### src/hdl/stl_pkg.sv
// Package for the schema text lexer: sizes, token kind codes, lexer modes,
// token record types and character class / keyword helper functions.
// No dependencies; every other file of the block but stl_channels imports it.
package stl_pkg;

   localparam int POS_BITS      = 32;
   localparam int LEN_BITS      = 16;
   localparam int LINE_BITS     = 16;
   localparam int KEYWORD_CHARS = 9;

   localparam logic [LEN_BITS-1:0]  LEN_MAX  = {LEN_BITS{1'b1}};
   localparam logic [LINE_BITS-1:0] LINE_MAX = {LINE_BITS{1'b1}};

   // token kind codes
   localparam logic [4:0] KIND_UNKNOWN   = 5'd0;
   localparam logic [4:0] KIND_EOF       = 5'd1;
   localparam logic [4:0] KIND_IDENT     = 5'd2;
   localparam logic [4:0] KIND_STRUCT    = 5'd3;
   localparam logic [4:0] KIND_ENUM      = 5'd4;
   localparam logic [4:0] KIND_NAMESPACE = 5'd5;
   localparam logic [4:0] KIND_ROOT      = 5'd6;
   localparam logic [4:0] KIND_INCLUDE   = 5'd7;
   localparam logic [4:0] KIND_STRING    = 5'd8;
   localparam logic [4:0] KIND_UNTERM    = 5'd9;
   localparam logic [4:0] KIND_BOOL      = 5'd10;
   localparam logic [4:0] KIND_INT       = 5'd11;
   localparam logic [4:0] KIND_FLOAT     = 5'd12;
   localparam logic [4:0] KIND_LBRACE    = 5'd13;
   localparam logic [4:0] KIND_RBRACE    = 5'd14;
   localparam logic [4:0] KIND_LBRACKET  = 5'd15;
   localparam logic [4:0] KIND_RBRACKET  = 5'd16;
   localparam logic [4:0] KIND_SEMI      = 5'd17;
   localparam logic [4:0] KIND_COMMA     = 5'd18;
   localparam logic [4:0] KIND_EQUAL     = 5'd19;
   localparam logic [4:0] KIND_LESS      = 5'd20;
   localparam logic [4:0] KIND_GREATER   = 5'd21;

   // control characters
   localparam logic [7:0] CH_NUL = 8'h00;
   localparam logic [7:0] CH_TAB = 8'h09;
   localparam logic [7:0] CH_LF  = 8'h0A;
   localparam logic [7:0] CH_CR  = 8'h0D;

   typedef enum logic [3:0] {
      MODE_IDLE,
      MODE_SLASH,
      MODE_LCOMMENT,
      MODE_BLOCK,
      MODE_BLOCK_STAR,
      MODE_IDENT,
      MODE_DIRECT,
      MODE_STRING,
      MODE_INT,
      MODE_FRAC
   } mode_type;

   typedef logic [KEYWORD_CHARS-1:0][7:0] kw_chars_type;

   typedef struct packed {
      logic [4:0]  token_kind;
      logic [31:0] token_offset;
      logic [15:0] token_size;
      logic [15:0] token_line;
      logic        run_last;
   } token_type;

   // results caused by one byte, first in order first
   typedef struct packed {
      logic [1:0] count;
      token_type  first;
      token_type  second;
   } token_pair_type;

   function automatic logic is_alpha(input logic [7:0] c);
      return (c >= "a" && c <= "z") || (c >= "A" && c <= "Z");
   endfunction

   function automatic logic is_digit(input logic [7:0] c);
      return c >= "0" && c <= "9";
   endfunction

   function automatic logic is_sym(input logic [7:0] c);
      return is_alpha(c) || is_digit(c) || c == "_";
   endfunction

   function automatic logic is_space(input logic [7:0] c);
      return c == " " || (c >= CH_TAB && c <= CH_CR);
   endfunction

   function automatic logic [4:0] punct_kind(input logic [7:0] c);
      logic [4:0] k;
      case (c)
         "{":     k = KIND_LBRACE;
         "}":     k = KIND_RBRACE;
         "[":     k = KIND_LBRACKET;
         "]":     k = KIND_RBRACKET;
         ";":     k = KIND_SEMI;
         ",":     k = KIND_COMMA;
         "=":     k = KIND_EQUAL;
         "<":     k = KIND_LESS;
         ">":     k = KIND_GREATER;
         default: k = KIND_UNKNOWN;
      endcase
      return k;
   endfunction

   // lit holds the word right-aligned, first character in the highest used byte
   function automatic logic word_match(input kw_chars_type chars,
                                       input logic [LEN_BITS-1:0] len,
                                       input logic [8*KEYWORD_CHARS-1:0] lit,
                                       input int wlen);
      logic ok;
      ok = (len == LEN_BITS'(wlen));
      for (int j = 0; j < KEYWORD_CHARS; j++) begin
         if (j < wlen && chars[j] != lit[8*(wlen-1-j) +: 8]) begin
            ok = 1'b0;
         end
      end
      return ok;
   endfunction

   function automatic logic [4:0] classify_ident(input kw_chars_type chars,
                                                 input logic [LEN_BITS-1:0] len);
      logic [4:0] k;
      k = KIND_IDENT;
      if (word_match(chars, len, "struct", 6)) k = KIND_STRUCT;
      else if (word_match(chars, len, "enum", 4)) k = KIND_ENUM;
      else if (word_match(chars, len, "namespace", 9)) k = KIND_NAMESPACE;
      else if (word_match(chars, len, "false", 5)) k = KIND_BOOL;
      else if (word_match(chars, len, "true", 4)) k = KIND_BOOL;
      return k;
   endfunction

   function automatic logic [4:0] classify_direct(input kw_chars_type chars,
                                                  input logic [LEN_BITS-1:0] len);
      logic [4:0] k;
      k = KIND_UNKNOWN;
      if (word_match(chars, len, "#root", 5)) k = KIND_ROOT;
      else if (word_match(chars, len, "#include", 8)) k = KIND_INCLUDE;
      return k;
   endfunction

   // store c at the current length if it still fits in the keyword window
   function automatic kw_chars_type append_kw(input kw_chars_type chars,
                                              input logic [LEN_BITS-1:0] len,
                                              input logic [7:0] c);
      kw_chars_type r;
      r = chars;
      for (int j = 0; j < KEYWORD_CHARS; j++) begin
         if ({{32{1'b0}}, len} == 64'(j)) r[j] = c;
      end
      return r;
   endfunction

   function automatic logic [LEN_BITS-1:0] len_inc(input logic [LEN_BITS-1:0] len);
      return (len != LEN_MAX) ? len + LEN_BITS'(1) : len;
   endfunction

endpackage

### src/hdl/stl_channels.sv
// Channel interfaces of the schema text lexer: text byte in, token out.
// Plain valid/ready handshake; no dependencies.
interface stl_byte_if;
   logic       valid;
   logic       ready;
   logic [7:0] text_byte;

   modport source (output valid, output text_byte, input ready);
   modport sink   (input valid, input text_byte, output ready);
endinterface

interface stl_token_if;
   logic        valid;
   logic        ready;
   logic [4:0]  token_kind;
   logic [31:0] token_offset;
   logic [15:0] token_size;
   logic [15:0] token_line;
   logic        run_last;

   modport source (output valid, output token_kind, output token_offset,
                   output token_size, output token_line, output run_last,
                   input ready);
   modport sink   (input valid, input token_kind, input token_offset,
                   input token_size, input token_line, input run_last,
                   output ready);
endinterface

### src/hdl/stl_lexer_core.sv
// Lexer state registers and the per-byte mode update for the schema text lexer.
// Depends on stl_pkg.
module stl_lexer_core (
   input  logic                  clock,
   input  logic                  reset,
   input  logic                  step,
   input  logic [7:0]            text_byte,
   output stl_pkg::token_pair_type pair
);
   import stl_pkg::*;

   mode_type               mode_ff, mode_in;
   logic [POS_BITS-1:0]    pos_ff, pos_in;
   logic [LINE_BITS-1:0]   line_ff, line_in;
   logic [POS_BITS-1:0]    begin_ff, begin_in;
   logic [LEN_BITS-1:0]    len_ff, len_in;
   kw_chars_type           kw_ff, kw_in;

   logic       handle;
   logic       e1_valid, e2_valid;
   logic [4:0] e1_kind, e2_kind;
   logic [31:0] e1_off, e2_off;
   logic [15:0] e1_size, e2_size;
   logic       clear_all;
   logic [LINE_BITS-1:0] line_next;
   token_type  t1, t2;

   assign line_next = (line_ff != LINE_MAX) ? line_ff + LINE_BITS'(1) : line_ff;

   always_comb begin
      mode_in   = mode_ff;
      pos_in    = pos_ff + POS_BITS'(1);
      line_in   = line_ff;
      begin_in  = begin_ff;
      len_in    = len_ff;
      kw_in     = kw_ff;
      handle    = 1'b0;
      clear_all = 1'b0;
      e1_valid  = 1'b0;
      e1_kind   = KIND_UNKNOWN;
      e1_off    = 32'(begin_ff);
      e1_size   = 16'(len_ff);
      e2_valid  = 1'b0;
      e2_kind   = KIND_UNKNOWN;
      e2_off    = 32'(pos_ff);
      e2_size   = 16'd1;

      case (mode_ff)
         MODE_SLASH: begin
            if (text_byte == "/") begin
               mode_in = MODE_LCOMMENT;
            end else if (text_byte == "*") begin
               mode_in = MODE_BLOCK;
            end else begin
               e1_valid = 1'b1;
               e1_kind  = KIND_UNKNOWN;
               e1_size  = 16'd1;
               handle   = 1'b1;
            end
         end
         MODE_LCOMMENT: begin
            if (text_byte == CH_NUL || text_byte == CH_LF) handle = 1'b1;
         end
         MODE_BLOCK, MODE_BLOCK_STAR: begin
            if (text_byte == CH_NUL) begin
               handle = 1'b1;
            end else if (mode_ff == MODE_BLOCK_STAR && text_byte == "/") begin
               mode_in = MODE_IDLE;
            end else if (text_byte == "*") begin
               mode_in = MODE_BLOCK_STAR;
            end else begin
               mode_in = MODE_BLOCK;
               if (text_byte == CH_LF) line_in = line_next;
            end
         end
         MODE_IDENT, MODE_DIRECT: begin
            if (is_sym(text_byte)) begin
               kw_in  = append_kw(kw_ff, len_ff, text_byte);
               len_in = len_inc(len_ff);
            end else begin
               e1_valid = 1'b1;
               e1_kind  = (mode_ff == MODE_IDENT) ? classify_ident(kw_ff, len_ff)
                                                  : classify_direct(kw_ff, len_ff);
               handle   = 1'b1;
            end
         end
         MODE_STRING: begin
            if (text_byte == "\"") begin
               e1_valid = 1'b1;
               e1_kind  = KIND_STRING;
               mode_in  = MODE_IDLE;
            end else if (text_byte == CH_NUL || text_byte == CH_CR || text_byte == CH_LF) begin
               e1_valid = 1'b1;
               e1_kind  = KIND_UNTERM;
               e1_size  = 16'd0;
               handle   = 1'b1;
            end else begin
               len_in = len_inc(len_ff);
            end
         end
         MODE_INT: begin
            if (is_digit(text_byte)) begin
               kw_in  = append_kw(kw_ff, len_ff, text_byte);
               len_in = len_inc(len_ff);
            end else if (text_byte == "e" || text_byte == ".") begin
               kw_in   = append_kw(kw_ff, len_ff, text_byte);
               len_in  = len_inc(len_ff);
               mode_in = MODE_FRAC;
            end else begin
               e1_valid = 1'b1;
               e1_kind  = KIND_INT;
               handle   = 1'b1;
            end
         end
         MODE_FRAC: begin
            if (is_digit(text_byte)) begin
               kw_in  = append_kw(kw_ff, len_ff, text_byte);
               len_in = len_inc(len_ff);
            end else begin
               e1_valid = 1'b1;
               e1_kind  = KIND_FLOAT;
               handle   = 1'b1;
            end
         end
         default: begin
            handle = 1'b1;
         end
      endcase

      // treat the byte as the start of something new
      if (handle) begin
         mode_in = MODE_IDLE;
         if (text_byte == CH_NUL) begin
            e2_valid  = 1'b1;
            e2_kind   = KIND_EOF;
            clear_all = 1'b1;
         end else if (is_space(text_byte)) begin
            if (text_byte == CH_LF) line_in = line_next;
         end else if (text_byte == "/" || is_alpha(text_byte) || text_byte == "_" ||
                      text_byte == "#" || text_byte == "\"" || is_digit(text_byte) ||
                      text_byte == "-") begin
            kw_in    = '0;
            kw_in[0] = text_byte;
            begin_in = pos_ff;
            len_in   = LEN_BITS'(1);
            if (text_byte == "/") begin
               mode_in = MODE_SLASH;
            end else if (text_byte == "#") begin
               mode_in = MODE_DIRECT;
            end else if (text_byte == "\"") begin
               mode_in  = MODE_STRING;
               begin_in = pos_ff + POS_BITS'(1);
               len_in   = '0;
            end else if (is_digit(text_byte) || text_byte == "-") begin
               mode_in = MODE_INT;
            end else begin
               mode_in = MODE_IDENT;
            end
         end else begin
            e2_valid = 1'b1;
            e2_kind  = punct_kind(text_byte);
         end
      end

      if (clear_all) begin
         mode_in  = MODE_IDLE;
         pos_in   = '0;
         line_in  = LINE_BITS'(1);
         begin_in = '0;
         len_in   = '0;
         kw_in    = '0;
      end
   end

   always_comb begin
      t1 = '{token_kind: e1_kind, token_offset: e1_off, token_size: e1_size,
             token_line: 16'(line_ff), run_last: !e2_valid};
      t2 = '{token_kind: e2_kind, token_offset: e2_off, token_size: e2_size,
             token_line: 16'(line_ff), run_last: 1'b1};
      pair.count  = {1'b0, e1_valid} + {1'b0, e2_valid};
      pair.first  = e1_valid ? t1 : t2;
      pair.second = t2;
   end

   always_ff @(posedge clock) begin
      if (reset) begin
         mode_ff  <= MODE_IDLE;
         pos_ff   <= '0;
         line_ff  <= LINE_BITS'(1);
         begin_ff <= '0;
         len_ff   <= '0;
         kw_ff    <= '0;
      end else if (step) begin
         mode_ff  <= mode_in;
         pos_ff   <= pos_in;
         line_ff  <= line_in;
         begin_ff <= begin_in;
         len_ff   <= len_in;
         kw_ff    <= kw_in;
      end
   end

   a_line_nonzero: assert property (@(posedge clock) disable iff (reset)
      line_ff != '0)
      else $error("line count reached zero");

   a_nul_restarts: assert property (@(posedge clock) disable iff (reset)
      step && text_byte == CH_NUL |=> pos_ff == '0 && line_ff == LINE_BITS'(1) &&
                                      mode_ff == MODE_IDLE)
      else $error("end of text did not restart the lexer");

endmodule

### src/hdl/stl_token_buffer.sv
// Two-entry token queue between the lexer core and the token channel.
// Depends on stl_pkg and stl_channels.
module stl_token_buffer (
   input  logic                    clock,
   input  logic                    reset,
   input  logic                    push,
   input  stl_pkg::token_pair_type pair,
   output logic [1:0]              free_slots,
   stl_token_if.source             rsp_chan
);
   import stl_pkg::*;

   token_type  slot0_ff, slot0_in;
   token_type  slot1_ff, slot1_in;
   logic [1:0] count_ff, count_in;
   logic       pop;
   logic [1:0] keep;
   logic [1:0] added;

   assign pop        = (count_ff != 2'd0) && rsp_chan.ready;
   assign keep       = count_ff - {1'b0, pop};
   assign free_slots = 2'd2 - keep;
   assign added      = push ? pair.count : 2'd0;

   always_comb begin
      slot0_in = pop ? slot1_ff : slot0_ff;
      slot1_in = slot1_ff;
      case (keep)
         2'd0: begin
            slot0_in = pair.first;
            slot1_in = pair.second;
         end
         2'd1: begin
            slot1_in = pair.first;
         end
         default: begin
            slot1_in = slot1_ff;
         end
      endcase
      count_in = keep + added;
   end

   always_ff @(posedge clock) begin
      if (reset) begin
         count_ff <= '0;
      end else begin
         count_ff <= count_in;
      end
      slot0_ff <= slot0_in;
      slot1_ff <= slot1_in;
   end

   assign rsp_chan.valid        = count_ff != 2'd0;
   assign rsp_chan.token_kind   = slot0_ff.token_kind;
   assign rsp_chan.token_offset = slot0_ff.token_offset;
   assign rsp_chan.token_size   = slot0_ff.token_size;
   assign rsp_chan.token_line   = slot0_ff.token_line;
   assign rsp_chan.run_last     = slot0_ff.run_last;

   a_no_overflow: assert property (@(posedge clock) disable iff (reset)
      push |-> {1'b0, keep} + {1'b0, pair.count} <= 3'd2)
      else $error("token queue overflow");

   a_count_range: assert property (@(posedge clock) disable iff (reset)
      count_ff <= 2'd2)
      else $error("token queue count out of range");

endmodule

### src/hdl/schema_text_lexer_top.sv
// Top level of the schema text lexer: input byte register, lexer core and
// output token queue. Depends on stl_pkg, stl_channels, stl_lexer_core and
// stl_token_buffer.
//
// Usage:
//  - req_chan carries one text byte per transaction; byte 0 marks end of text.
//  - rsp_chan carries tokens: kind, start offset, size, line and run_last,
//    which is set on the last token caused by a byte. A byte causes zero,
//    one or two tokens; a NUL always causes an end-of-file token and
//    restarts the lexer (offset 0, line 1) for the next text.
//  - Path: an accepted byte waits in the input register; when it advances,
//    its tokens are registered in the queue, which drives rsp_chan.
//  - Throughput: one byte per cycle while the queue has room. The mode
//    update is a single pass of logic between the input register and the
//    two-entry token queue; a byte causing two tokens can hold the input, as
//    the queue drains one token per cycle while rsp_chan.ready is high.
//  - Stalls: while rsp_chan.ready is low the queue fills; the held byte waits
//    in the input register until the queue has room for all of its tokens,
//    and only then is req_chan.ready raised for the next one.
//  - Reset: synchronous; empties the input register and the queue and puts
//    the lexer between tokens at offset 0, line 1. req_chan.ready stays low
//    while reset is high.
module schema_text_lexer_top (
   input  logic         clock,
   input  logic         reset,
   stl_byte_if.sink     req_chan,
   stl_token_if.source  rsp_chan
);
   import stl_pkg::*;

   logic           in_valid_ff, in_valid_in;
   logic [7:0]     in_byte_ff, in_byte_in;
   logic           advance;
   logic [1:0]     free_slots;
   token_pair_type pair;

   // hand the held byte to the core once the queue can take all its tokens
   assign advance       = in_valid_ff && (pair.count <= free_slots);
   assign req_chan.ready = !reset && (!in_valid_ff || advance);

   always_comb begin
      in_valid_in = in_valid_ff;
      in_byte_in  = in_byte_ff;
      if (req_chan.ready) begin
         in_valid_in = req_chan.valid;
         in_byte_in  = req_chan.text_byte;
      end
   end

   always_ff @(posedge clock) begin
      if (reset) begin
         in_valid_ff <= 1'b0;
      end else begin
         in_valid_ff <= in_valid_in;
      end
      in_byte_ff <= in_byte_in;
   end

   stl_lexer_core u_core (
      .clock     (clock),
      .reset     (reset),
      .step      (advance),
      .text_byte (in_byte_ff),
      .pair      (pair)
   );

   stl_token_buffer u_buffer (
      .clock      (clock),
      .reset      (reset),
      .push       (advance),
      .pair       (pair),
      .free_slots (free_slots),
      .rsp_chan   (rsp_chan)
   );

   // a byte that cannot advance stays in the input register unchanged
   a_hold_byte: assert property (@(posedge clock) disable iff (reset)
      in_valid_ff && !advance |=> in_valid_ff && $stable(in_byte_ff))
      else $error("held text byte lost or changed");

endmodule

### src/flat_wrapper.sv
// flat-port wrapper written by rule: the top's interface ports become plain ports
module schema_text_lexer_top_flat import stl_pkg::*;
  (clock, reset, req_chan_valid, req_chan_text_byte, req_chan_ready, rsp_chan_valid, rsp_chan_token_kind, rsp_chan_token_offset, rsp_chan_token_size, rsp_chan_token_line, rsp_chan_run_last, rsp_chan_ready);
  stl_byte_if req_chan_i ();
  stl_token_if rsp_chan_i ();
  input  logic clock;
  input  logic reset;
  input wire logic [$bits(req_chan_i.valid)-1:0] req_chan_valid;
  input wire logic [$bits(req_chan_i.text_byte)-1:0] req_chan_text_byte;
  output wire logic [$bits(req_chan_i.ready)-1:0] req_chan_ready;
  output wire logic [$bits(rsp_chan_i.valid)-1:0] rsp_chan_valid;
  output wire logic [$bits(rsp_chan_i.token_kind)-1:0] rsp_chan_token_kind;
  output wire logic [$bits(rsp_chan_i.token_offset)-1:0] rsp_chan_token_offset;
  output wire logic [$bits(rsp_chan_i.token_size)-1:0] rsp_chan_token_size;
  output wire logic [$bits(rsp_chan_i.token_line)-1:0] rsp_chan_token_line;
  output wire logic [$bits(rsp_chan_i.run_last)-1:0] rsp_chan_run_last;
  input wire logic [$bits(rsp_chan_i.ready)-1:0] rsp_chan_ready;
  assign req_chan_i.valid = req_chan_valid;
  assign req_chan_i.text_byte = req_chan_text_byte;
  assign req_chan_ready = req_chan_i.ready;
  assign rsp_chan_valid = rsp_chan_i.valid;
  assign rsp_chan_token_kind = rsp_chan_i.token_kind;
  assign rsp_chan_token_offset = rsp_chan_i.token_offset;
  assign rsp_chan_token_size = rsp_chan_i.token_size;
  assign rsp_chan_token_line = rsp_chan_i.token_line;
  assign rsp_chan_run_last = rsp_chan_i.run_last;
  assign rsp_chan_i.ready = rsp_chan_ready;
  schema_text_lexer_top u_core (.clock(clock), .reset(reset), .req_chan(req_chan_i), .rsp_chan(rsp_chan_i));
endmodule
### config.mk
export PLATFORM = sky130hd
export DESIGN_NAME = schema_text_lexer_top_flat
export DESIGN_NICKNAME = d
export VERILOG_FILES = /design/src/hdl/stl_pkg.sv /design/src/hdl/stl_channels.sv /design/src/hdl/stl_lexer_core.sv /design/src/hdl/stl_token_buffer.sv /design/src/hdl/schema_text_lexer_top.sv /design/src/flat_wrapper.sv
export SDC_FILE = /design/constraint.sdc
export NUM_CORES = 1
export LEC_CHECK = 0
export BUFFER_PORTS_ARGS = -buffer_cell sky130_fd_sc_hd__buf_2
export CAP_MARGIN = 20
export CORE_UTILIZATION = 40
export DETAILED_ROUTE_END_ITERATION = 10
export PLACE_DENSITY_LB_ADDON = 0.05
export SYNTH_ARGS = -nofsm -noshare
export SYNTH_HDL_FRONTEND = slang
export SYNTH_HIERARCHICAL = 1
export SYNTH_SLANG_ARGS = --single-unit
### constraint.sdc
create_clock -name clock -period 5.6 [get_ports clock]
set_input_delay 0.56 -clock clock [delete_from_list [all_inputs] [get_ports clock]]
set_output_delay 0.56 -clock clock [all_outputs]
set_load 0.005 [all_outputs]
Word-level counts from Yosys, hierarchy flattened
Cells that the tools add are included.
{ "op_classes": {"eq_ne": 84, "reduce_logical": 40, "addsub": 7, "mux": 187, "order_cmp": 9} }
{ "op_table": {"columns": ["cell", "count"], "rows": [
  ["$mux W72", 9],
  ["$mux W16", 27],
  ["$mux W32", 9],
  ["$ne A8 B7 Y1 const B", 35],
  ["$pmux W72 S3", 1],
  ["$mux W70", 3],
  ["$pmux W70 S2", 1],
  ["$mux W4", 25],
  ["$eq A8 B6 Y1 const B", 12],
  ["$mux W1", 85],
  ["$mux W8", 9],
  ["$eq A16 B3 Y1 const B", 4],
  ["$pmux W16 S4", 1],
  ["$eq A8 B7 Y1 const B", 6],
  ["$pmux W5 S9", 1],
  ["$add A16 B1 Y16 const B", 2],
  ["$add A32 B1 Y32 const B", 1],
  ["$eq A16 B2 Y1 const B", 2],
  ["$eq A16 B4 Y1 const B", 2],
  ["$ne A16 B16 Y1 const B", 2],
  ["$pmux W16 S2", 1],
  ["$mux W5", 6],
  ["$pmux W5 S4", 1],
  ["$eq A16 B1 Y1 const B", 1],
  ["other kinds (37)", 81]
]} }
{ "word_totals": {"inputBits": 12, "out_inout_bits": 72, "regBits": 323, "wordCells": 354} }

Logic depth before layout (Yosys ltp)
Gate-level depths: netlist of run 1.
{ "logic_depth": {"depth_word": 37, "depth_mapped": 22, "depth_no_buf": 17} }

By module
Netlist of run 1, hierarchy kept.
{ "modules_own_cells": {"columns": ["module", "cells_each", "seq_area_each_um2", "area_each_um2", "n_inst"], "rows": [
  ["stl_lexer_core", 1307, 3443.3, 10336.2, 1],
  ["stl_token_buffer", 317, 4244.1, 6087.1, 1],
  ["schema_text_lexer_top", 21, 260.2, 341.6, 1]
]} }

Worst setup path after synthesis of run 1
Ideal clock, no wire load.
{ "synth_timing": {"kind": "register to register", "start": "register u_core.in_byte_ff[0]", "end": "register u_core.u_core.len_ff[5]", "setup_time_ps": 130, "n_path_buf": 6, "t_arrival_ps": 4660, "path_stages_with_launch": 22, "required_time_ps": 5470, "setup_slack_ps": 810, "synth_period_minus_slack_ps": 4790, "path_cell_list": "edfxtp_1 clkbuf_1 a21o_1 and3_1 o221ai_2 o211ai_2 nor3_1 inv_2 clkbuf_1 ha_1 inv_1 ha_1 inv_1 a21o_1 a21boi_0 clkbuf_1 nand2_1 buf_2 clkbuf_1 buf_1 o41ai_1 a21oi_1"} }
{ "synth_rtl": {"columns": ["element", "line", "rtl"], "rows": [
  ["start: declaration", "schema_text_lexer_top.sv:32", "logic [7:0] in_byte_ff, in_byte_in;"],
  ["start signal: assignment", "schema_text_lexer_top.sv:56", "in_byte_ff <= in_byte_in;"],
  ["end signal: assignment", "stl_lexer_core.sv:198", "len_ff <= len_in;"],
  ["end: declaration", "stl_lexer_core.sv:16", "logic [LEN_BITS-1:0] len_ff, len_in;"]
]} }

==> results by group, run 1 <==
Setup path
  • CP top delay family: compound AO/OA/AOI/OAI gates
  • Nature of the critical path startpoint: flip-flop
  • Critical-path top delay cell: edfxtp_1
  • Bufs and invs on worst path: 4
  • Critical Path Fanout Max: 15
  • Worst Reg2Reg Path Length in Cells: 15
  • Crit path kind: reg2out
  • Most frequent CP cell: inv_1
  • Reg2Reg Setup Slack: 850 ps
  • Critical Path Max Stage Delay: 920 ps
  • Worst r2r src: u_core/in_byte_ff[6]
  • Required time worst endpoint: 5040 ps
  • Critical path data arrival time: 4350 ps
  • Cells along the critical path: and2b_1 -> nand3_1 -> o221ai_2 -> o211ai_2 -> o211ai_1 -> inv_1 -> ha_1 -> inv_1 -> ha_1 -> inv_1 -> a21o_1 -> a31oi_1 -> buf_2
  • CP Depth: 13
  • Critical Path End Type: output pin
  • FF-to-FF End: u_core/u_core/kw_ff[34]

Clocking
  • Setup bufs post-CTS: 0
  • Reg clk slew, reported paths: 50 ps
  • H-tree Lvls: 2
  • Cts bufs inserted: 37
  • Hold buffers post-CTS: 0
  • CTS root buf: clkbuf_16
  • PostCTS Resize Cnt: 0
  • Sink Count: 323
  • Clk_lat worst skew: 550 ps
  • CTS max path bufs: 3
  • TritonCTS clock tree: done

Routing
  • DRT Pass-1 Iters: 9
  • Detailed Route Iter0 Violations: 1,010
  • DRC errors left: 4
  • Wire per inst: 20.8 um
  • Post-DRT Antenna Nets: 0
  • Via count: 13,128
  • Vias per Instance: 5.88
  • Final wirelength: 46,400 um

Layout
  • P&R area growth vs syn: 11.3%
  • Register area: 0.00795 mm^2
  • Multi-input logic area: 0.00801 mm^2
  • Finished layout cell area: 0.0187 mm^2
  • Fillers: 3,947
  • Ant. Diodes: 0
  • Share of cells above drive strength 1: 21.0%
  • Nets: 1,699
  • Final std cells w/o fill: 2,234

STA
  • Crit path setup slack, layout: 688 ps
  • Setup tns final: 0 ps
  • Tcrit/Tclk final: 87.7%
  • Layout Skew: 19.4 ps
  • RSZ-0062 raised after global routing: false
  • Slew @ Worst Pin: 1010 ps
  • Count of final hold-check violations: 0
  • Endpoints failing setup: 0
  • Fmax: 204 MHz
  • Worst slew margin: 31.9%
  • Slew Viols, Final: 0
  • Final Critical Period: 4910 ps

Placed design
  • DP Worst Slack: 879 ps
  • IO Port Bufs: 83
  • Cell Area, Placed: 0.0175 mm^2
  • Routability cong.: 0.892
  • Detailed Place HPWL: 30,400 um
  • Inst Count DP: 2,164

Logic synthesis
  • Number of synthesized flops with an enable pin: 148
  • Top FF cell, synth: dfxtp_1
  • Mean Syn Cell Area: 10.2 um^2
  • YS warnings: 6
  • Post-Syn Area: 0.0168 mm^2
  • Register area share after synthesis: 47.4%
  • Unique masters post-synth: 96
  • Post-Synthesis Cells: 1,645
  • Register bit total from synthesis: 323
  • Post-synth ARST share: 0%

Min path
  • Hold Crit Start: req_chan_text_byte[5]
  • Hold worst-path end: u_core/in_byte_ff[5]
  • Min-delay worst type: in2reg
  • Worst hold path depth: 1

GRT
  • Total grt overflow: 0
  • GRT Overall Usage: 21.8%
  • Initial antenna violation count: 0
  • First-pass GRT wire length: 72,000 um
  • Vias in the first global route: 12,389
  • Pin count of the biggest net entering global routing: 64

Die
  • Die Wd: 207 um
  • Site Rows: 74
  • Die height: 207 um
  • Die Area: 0.0427 mm^2
  • Initial Utilization: 40.8%
  • Core ar.: 0.0411 mm^2
  • Io pins: 84

Pwr
  • PnR Total Power: 9250 uW
  • Leak pwr: 0.00690 uW
  • Pwr Density: 496 mW/mm^2
  • IR drop worst, VDD: 355 uV

Run status
  • Outcome: finished with violations
  • Failing checks: design-rule violations

Flow run
  • Max cap viols: 0
-- metal layers --
layer,up-vias,wire (um),track usage [%]
met2,402,21500,34.8
met4,0,1160,7.19
met1,6430,21300,29.9
met3,83,2460,3.75
li1,6213,-,-
met5,-,0,0
-- stage by stage --
| step | utilization (%) | hold slack [ps] |
|---|---|---|
| global route | 45.4 | 164 |
| finish | 45.4 | 196 |
| detailed placement | 42.5 | 446 |
| global placement | 42.5 | 444 |
| CTS | 45.3 | 160 |
| floorplan | - | 432 |
-- layout make-up --
cell class	instances	area share, %
Clock buffer	60	5.97
Clock inverter	7	0.248
Sequential cell	323	42.6
Multi-Input combinational cell	1155	42.9
Inverter	32	0.644
Timing Repair Buffer	125	4.06
Tap cell	532	3.57
-- placed cells by master (no fill, tap or decap), types with 23 or more instances in the layout --
cell type,n
a21oi_1,49
a32o_1,57
and3_1,33
buf_2,84
buf_4,37
clkbuf_16,38
dfxtp_1,175
edfxtp_1,148
inv_1,31
mux2_2,130
nand2_1,189
nand3_1,51
nand4_1,35
nor2_1,103
nor3_1,47
nor4_1,47
o21ai_0,42
o2bb2ai_1,32
xnor2_1,23
-- power by group --
| part | internal [uW] | switching [uW] | total, uW | leakage, uW |
|---|---|---|---|---|
| clock network | 1360 | 980 | 2340 | 0.000573 |
| logic | 1130 | 2360 | 3490 | 0.00334 |
| registers | 3190 | 236 | 3420 | 0.00299 |
-- worst max path at each step --
stage / startpoint / to
5_1_grt: u_core/in_byte_ff[6] / req_chan_ready
6_report: u_core/in_byte_ff[6] / req_chan_ready
3_3_place_gp: u_core/in_byte_ff[6] / u_core/u_core/kw_ff[69]
2_1_floorplan: u_core/in_byte_ff[0] / u_core/u_core/len_ff[5]
4_1_cts: u_core/in_byte_ff[6] / req_chan_ready
3_5_place_dp: u_core/in_byte_ff[6] / u_core/u_buffer/count_ff[1]
-- registers in the layout, indices dropped and copies added (netlist names), 32 cells and up --
signal and cells:
u_core/u_core/kw_ff 72, u_core/u_buffer/slot1_ff 70, u_core/u_buffer/rsp_chan.token_offset 32, u_core/u_core/begin_ff 32
u_core/u_core/e2_off 32
-- kinds of logic after synthesis --
family | synth area share (%)
AOI/OAI and AO/OA | 14.5
xor gates and xnor gates | 2.45
adders and majority gates | 0.970
buffers and inverters | 5.50
DFF | 47.4
muxes | 9.66
other | 0.0448
and+or+nand+nor | 19.5
-- cell usage after synthesis (32+ instances only) --
cell type  number  area, um^2
nand2_1       190         713
dfxtp_1       175        3500
edfxtp_1      148        4440
mux2_2        130        1460
nor2_1        105         394
clkbuf_1       74         278
a32o_1         57         571
nand3_1        51         255
a21oi_1        49         245
nor3_1         48         240
nor4_1         47         294
o21ai_0        42         210
buf_4          35         263
nand4_1        35         219
and3_1         33         206
o2bb2ai_1      32         280
(Power assumes the default switching activity.)
==> inputs of run 2 (changes only) <==
--- a/config.mk
+++ b/config.mk
@@ -8,9 +8,9 @@
 export BUFFER_PORTS_ARGS = -buffer_cell sky130_fd_sc_hd__buf_2
 export CAP_MARGIN = 20
 export CORE_UTILIZATION = 40
+export CTS_CLUSTER_SIZE = 8
 export DETAILED_ROUTE_END_ITERATION = 10
 export PLACE_DENSITY_LB_ADDON = 0.05
 export SYNTH_ARGS = -nofsm -noshare
 export SYNTH_HDL_FRONTEND = slang
-export SYNTH_HIERARCHICAL = 1
 export SYNTH_SLANG_ARGS = --single-unit
==> results by group, run 2 <==
Run status
  • Outcome: completed

Logic synthesis
  • Commonest cells post-synth: 175 x dfxtp_1, 158 x nor2_1, 148 x edfxtp_1
  • Register bit total from synthesis: 323
  • Post-Syn Area: 0.0158 mm^2
  • Count leader, synth: dfxtp_1
  • Post-Synthesis Cells: 1,615
  • Area leader, netlist: edfxtp_1
  • Unique masters post-synth: 84
  • Number of synthesized flops with an enable pin: 148
  • YS warnings: 0
  • Ranking of synthesized cells by area: edfxtp_1 28%, dfxtp_1 22%, nor2_1 3.7%
  • Top FF cell, synth: dfxtp_1
  • Mean Syn Cell Area: 9.81 um^2
  • Syn nets: 1,641
  • Register area share after synthesis: 50.2%
  • Post-synth ARST share: 0%
  • Yosys top cell area share: 28.1%

GRT
  • Total grt overflow: 0
  • Initial antenna violation count: 0
  • First-pass GRT wire length: 70,800 um
  • Pin count of the biggest net entering global routing: 72
  • GRT Overall Usage: 22.3%
  • Vias in the first global route: 12,010

Setup path
  • Nature of the critical path startpoint: flip-flop
  • Critical path data arrival time: 4730 ps
  • Worst r2r src: u_core.in_byte_ff[6]
  • Critical Path Fanout Max: 11
  • Required time worst endpoint: 5040 ps
  • Critical Path End Type: output pin
  • CP startpoint: u_core.in_byte_ff[6]
  • FF-to-FF End: u_core.u_core.kw_ff[42]
  • Crit path to: req_chan_ready
  • Crit path kind: reg2out
  • Reg2Reg Setup Slack: 490 ps
  • Worst Reg2Reg Path Length in Cells: 15

Layout
  • Largest regs: u_core.u_core.kw_ff (72), u_core.u_buffer.slot1_ff (70)
  • Nets: 1,695
  • Share of cells above drive strength 1: 15.3%
  • Post-layout util: 46.7%
  • Max FFs per register: 72
  • Ant. Diodes: 0
  • Most flops, register: u_core.u_core.kw_ff
  • Commonest non-fill, non-tap cell in the layout: dfxtp_1
  • Fillers: 3,664
  • Finished layout cell area: 0.0181 mm^2
  • Commonest cells after routing, fill and taps aside: 175 x dfxtp_1, 156 x nor2_1, 148 x edfxtp_1
  • P&R area growth vs syn: 14.4%

Placed design
  • DP Worst Slack: 399 ps
  • Detailed Place HPWL: 30,500 um
  • Cell Area, Placed: 0.0168 mm^2
  • IO Port Bufs: 83
  • Routability cong.: 0.907

STA
  • Worst slew margin: 28.2%
  • Setup tns final: 0 ps
  • Slew Viols, Final: 0
  • Slew @ Worst Pin: 1080 ps
  • Fmax: 189 MHz
  • Count of final hold-check violations: 0
  • Endpoints failing setup: 0
  • Final Critical Period: 5290 ps
  • Tcrit/Tclk final: 94.5%
  • Layout Skew: 24.2 ps
  • RSZ-0062 raised after global routing: false
  • Crit path setup slack, layout: 307 ps

Routing
  • Via count: 12,632
  • Post-DRT Antenna Nets: 0
  • Wire per inst: 20.5 um
  • DRC errors left: 0
  • DRT Pass-1 Iters: 6
  • Final wirelength: 45,500 um
  • Detailed Route Iter0 Violations: 850
  • Vias per Instance: 5.69

Clocking
  • PostCTS Resize Cnt: 0
  • Reg clk slew, reported paths: 50 ps
  • Sink Count: 323
  • Cts bufs inserted: 46
  • Hold buffers post-CTS: 0
  • TritonCTS clock tree: done
  • H-tree Lvls: 2
  • CTS max path bufs: 3
  • Setup bufs post-CTS: 0
  • CTS root buf: clkbuf_16
  • Clk_lat worst skew: 570 ps

Die
  • Site Rows: 72
  • Die Area: 0.0404 mm^2
  • Io pins: 84
  • Initial Utilization: 40.8%
  • Die height: 201 um
  • Core ar.: 0.0388 mm^2
  • Die Wd: 201 um

Pwr
  • PnR Total Power: 9240 uW
  • IR drop worst, VDD: 381 uV
  • Leak pwr: 0.00649 uW
  • Pwr Density: 510 mW/mm^2

Flow run
  • Max cap viols: 0

Min path
  • Min-delay worst type: in2reg
==> run 2: cell count changes after synthesis, moves of 13 or more <==
cell	before	now
a21oi_1	49	117
a22o_1	9	58
a32o_1	57	3
buf_2	26	13
buf_4	35	1
clkbuf_1	74	95
mux2_2	130	48
mux2i_1	2	34
nand2_1	190	126
nand3_1	51	36
nor2_1	105	158
nor4_1	47	19
o21ai_0	42	77
==> run 2: per-stage QoR <==
step	cells	hold WS, ps
after global routing	2219	164
after detailed placement	2139	449
after floorplan	1615	406
final	2219	177
after CTS	2219	142
after global placement	2139	452
==> run 2: final cells by class <==
| class | instances | area [um^2] | share of cell area (%) |
|---|---|---|---|
| Clock buffer | 79 | 1350 | 7.44 |
| Clock inverter | 1 | 5.00 | 0.0276 |
| Inverter | 38 | 143 | 0.787 |
| Multi-Input combinational cell | 1133 | 7290 | 40.2 |
| Sequential cell | 323 | 7950 | 43.9 |
| Tap cell | 518 | 648 | 3.58 |
| Timing Repair Buffer | 127 | 746 | 4.11 |
==> run 2: critical path: stages, from the launching register on <==
cell and delay (ps):
edfxtp_1 580, or4b_1 600, o311ai_2 410, a21boi_1 330, and4_1 400, a211oi_2 190
ha_1 270, ha_1 300, nor2b_1 130, o21ai_1 280, inv_1 120, a21oi_2 360
buf_2 190
==> run 2: metal layers <==
layer / track usage (%) / vias to the layer above / share of wire (%)
li1: - / 6103 / -
met1: 32.8 / 6099 / 49
met2: 33.5 / 359 / 43
met3: 2.82 / 71 / 5.2
met4: 7.99 / 0 / 2.5
met5: 0 / - / 0
==> run 2: cells by family after synthesis <==
group | share of synthesized area [%]
flip-flops | 50.2
AND/OR/NAND/NOR | 19.8
AO/OA/AOI/OAI | 16.8
XOR/XNOR | 2.54
adder cells (fa/ha/maj) | 1.11
buffers and inverters | 4.00
multiplexers | 5.56
==> run 2: how the worst min path moves through the flow <==
stage	startpoint	end	slack, ps	cells past startpoint
2_1_floorplan	u_core.u_core.line_ff[5]	u_core.u_buffer.slot1_ff[6]	410	0
3_3_place_gp	u_core.u_core.kw_ff[51]	u_core.u_core.kw_ff[51]	450	1
3_5_place_dp	u_core.u_core.kw_ff[51]	u_core.u_core.kw_ff[51]	450	1
5_1_grt	req_chan_text_byte[0]	u_core.in_byte_ff[0]	160	1
4_1_cts	req_chan_text_byte[1]	u_core.in_byte_ff[1]	140	1
6_report	req_chan_text_byte[1]	u_core.in_byte_ff[1]	180	1
==> run 2: report_power, final <==
| group | internal, uW | total (uW) | switching (uW) |
|---|---|---|---|
| Sequential | 3300 | 3500 | 197 |
| Combinational | 950 | 3120 | 2170 |
| Clock | 1610 | 2620 | 1000 |
==> inputs of run 3 (changes only) <==
--- a/config.mk
+++ b/config.mk
@@ -5,6 +5,7 @@
 export SDC_FILE = /design/constraint.sdc
 export NUM_CORES = 1
 export LEC_CHECK = 0
+export ABC_AREA = 1
 export BUFFER_PORTS_ARGS = -buffer_cell sky130_fd_sc_hd__buf_2
 export CAP_MARGIN = 20
 export CORE_UTILIZATION = 40
==> results by group, run 3 <==
Logic synthesis
  • Count leader, synth: nand2_1
  • Post-synth ARST share: 0%
  • Area leader, netlist: edfxtp_1
  • Register area share after synthesis: 42.5%
  • Ranking of synthesized cells by area: edfxtp_1 24%, dfxtp_1 19%, nand2_1 14%
  • Mean Syn Cell Area: 7.08 um^2
  • Register bit total from synthesis: 323
  • Syn nets: 2,665
  • Number of synthesized flops with an enable pin: 148
  • Commonest cells post-synth: 700 x nand2_1, 310 x o21ai_0, 226 x nor2_1
  • Top FF cell, synth: dfxtp_1
  • Yosys top cell area share: 23.8%
  • Post-Syn Area: 0.0187 mm^2
  • YS warnings: 0
  • Post-Synthesis Cells: 2,639
  • Unique masters post-synth: 55

GRT
  • Vias in the first global route: 16,491
  • Initial antenna violation count: 0
  • Pin count of the biggest net entering global routing: 93
  • Most crowded layer after global routing: met2
  • First-pass GRT wire length: 95,100 um
  • GRT Overall Usage: 25.3%
  • Met3 usage: 3.41%
  • M1 GR Usage: 35.4%
  • Total grt overflow: 0
  • Met2 Use GR: 40.0%

Layout
  • P&R area growth vs syn: 10.9%
  • Multi-input logic area: 0.00920 mm^2
  • Fillers: 4,701
  • Ant. Diodes: 0
  • Most flops, register: u_core.u_core.kw_ff
  • Largest regs: u_core.u_core.kw_ff (72), u_core.u_buffer.slot1_ff (70)
  • Commonest cells after routing, fill and taps aside: 697 x nand2_1, 310 x o21ai_0, 225 x nor2_1
  • Max FFs per register: 72
  • Register area: 0.00795 mm^2
  • Commonest non-fill, non-tap cell in the layout: nand2_1
  • Nets: 2,669
  • Share of cells above drive strength 1: 8.19%

Routing
  • DRC errors left: 0
  • Via count: 17,869
  • Final wirelength: 60,000 um
  • Post-DRT Antenna Nets: 0
  • Wire per inst: 18.3 um
  • DRT Pass-1 Iters: 6
  • Vias per Instance: 5.46
  • Detailed Route Iter0 Violations: 1,598

Die
  • Die Area: 0.0476 mm^2
  • Core ar.: 0.0458 mm^2
  • Die height: 218 um
  • Initial Utilization: 40.8%
  • Io pins: 84
  • Site Rows: 78
  • Die Wd: 218 um

Clocking
  • Hold buffers post-CTS: 0
  • PostCTS Resize Cnt: 0
  • CTS max path bufs: 3
  • Setup bufs post-CTS: 0
  • CTS root buf: clkbuf_16
  • Sink Count: 323
  • TritonCTS clock tree: done
  • Clk_lat worst skew: 580 ps
  • Cts bufs inserted: 46
  • Reg clk slew, reported paths: 60 ps
  • H-tree Lvls: 2

Placed design
  • Detailed Place HPWL: 40,300 um
  • IO Port Bufs: 83
  • Routability cong.: 0.890

Setup path
  • Required time worst endpoint: 5040 ps
  • Critical Path Max Stage Delay: 440 ps
  • Critical-path top delay cell: edfxtp_1
  • Nature of the critical path startpoint: flip-flop
  • Crit path kind: reg2out
  • Critical Path Fanout Max: 13
  • Cells along the critical path: inv_1 -> nand2_2 -> nor2_2 -> nand2_2 -> nand2_1 -> nor2_1 -> nand3_1 -> buf_4 -> nand3_4 -> nand3_1 -> inv_1 -> ha_1 -> inv_1 -> ha_1 -> nand2_1 -> nand3_1 -> nand2_1 -> inv_1 -> buf_2
  • Worst Reg2Reg Path Length in Cells: 25
  • Most frequent CP cell: inv_1
  • Critical path data arrival time: 4330 ps
  • Critical Path End Type: output pin

Pwr
  • Clock Power Share: 27.2%
  • Switch share: 40.2%
  • PnR Total Power: 9640 uW
  • Internal power: 5760 uW
  • Leak pwr: 0.00729 uW
  • IR drop worst, VDD: 456 uV
  • Combinational Power Share: 36.1%
  • Net load switching power: 3870 uW
  • Sequential Power Share: 36.7%
  • Pwr Density: 465 mW/mm^2

STA
  • Fmax: 205 MHz
  • Layout Skew: 19.5 ps
  • Slew @ Worst Pin: 983 ps
  • Final Critical Period: 4890 ps
  • Slew Viols, Final: 0
  • Tcrit/Tclk final: 87.3%
  • Worst slew margin: 34.2%
  • RSZ-0062 raised after global routing: false
  • Count of final hold-check violations: 0
  • Endpoints failing setup: 0
  • Setup tns final: 0 ps

Flow run
  • Max cap viols: 0

Run status
  • Outcome: completed

Min path
  • Min-delay worst type: in2reg
  • Worst hold path depth: 1
==> run 3: changes by cell type after synthesis, moves of 35 or more <==
cell     change
nor2_1      +68
inv_1      +175
mux2_2      -48
o21ai_1     +48
nor3_1      +35
a22o_1      -58
nand2_1    +574
nand3_1    +118
a21oi_1     +84
o21ai_0    +233
==> run 3: kinds of logic (layout without fill, tap and decap cells) <==
| kind of cell | Yosys count | in the layout | share of synthesized area [%] |
|---|---|---|---|
| xor gates and xnor gates | 33 | 33 | 1.55 |
| buffers and inverters | 381 | 416 | 8.40 |
| adders and majority gates | 14 | 14 | 0.937 |
| AOI/OAI and AO/OA | 637 | 637 | 18.1 |
| DFF | 323 | 323 | 42.5 |
| and+or+nand+nor | 1251 | 1251 | 28.5 |
==> run 3: layout make-up <==
cell class	instances	area share (%)
clock buffers	77	6.16
multi-input cells	1935	44.4
repair buffers	114	3.30
clock inverters	2	0.175
flip-flops and latches	323	38.3
well taps	600	3.62
inverters	223	4.04
==> run 3: metrics by stage <==
step | utilization, % | setup WS [ps] | cell area (um^2) | hold slack, ps | instances
after floorplan | - | 1460 | 18700 | 406 | 2639
after global placement | 42.4 | 926 | 19400 | 460 | 3194
after detailed placement | 42.4 | 862 | 19400 | 461 | 3194
after CTS | 45.2 | 662 | 20700 | 134 | 3273
after global routing | 45.3 | 389 | 20700 | 151 | 3274
final | 45.3 | 710 | 20700 | 163 | 3274
==> run 3: power by group through the flow <==
stage | clock network, uW | logic [uW] | registers (uW)
floorplan | 0 | 2320 | 3570
global placement | 0 | 3480 | 3570
detailed placement | 0 | 3480 | 3590
CTS | 2690 | 3500 | 3540
global route | 2790 | 3930 | 3600
finish | 2620 | 3480 | 3540
==> run 3: worst max-delay path: cells and delay by family, from the launching register on <==
kind / cells / cell delay, ps
adders and majority gates: 2 / 540
buffers and inverters: 6 / 1400
DFF: 1 / 440
and+or+nand+nor: 11 / 1360
==> run 3: final timing paths <==
check	slack [ps]	to	startpoint
setup / recovery	710	req_chan_ready	u_core.in_byte_ff[6]
hold / removal	160	u_core.in_byte_ff[7]	req_chan_text_byte[7]
setup reg to reg	990	u_core.u_core.kw_ff[4]	u_core.in_byte_ff[6]
hold reg to reg	480	u_core.u_core.begin_ff[13]	u_core.u_core.begin_ff[13]
==> run 3: metal layers <==
layer	share of wire (%)	vias up
li1	-	8861
met1	47	8368
met2	45	546
met3	5.5	94
met4	2.9	0
met5	0	-
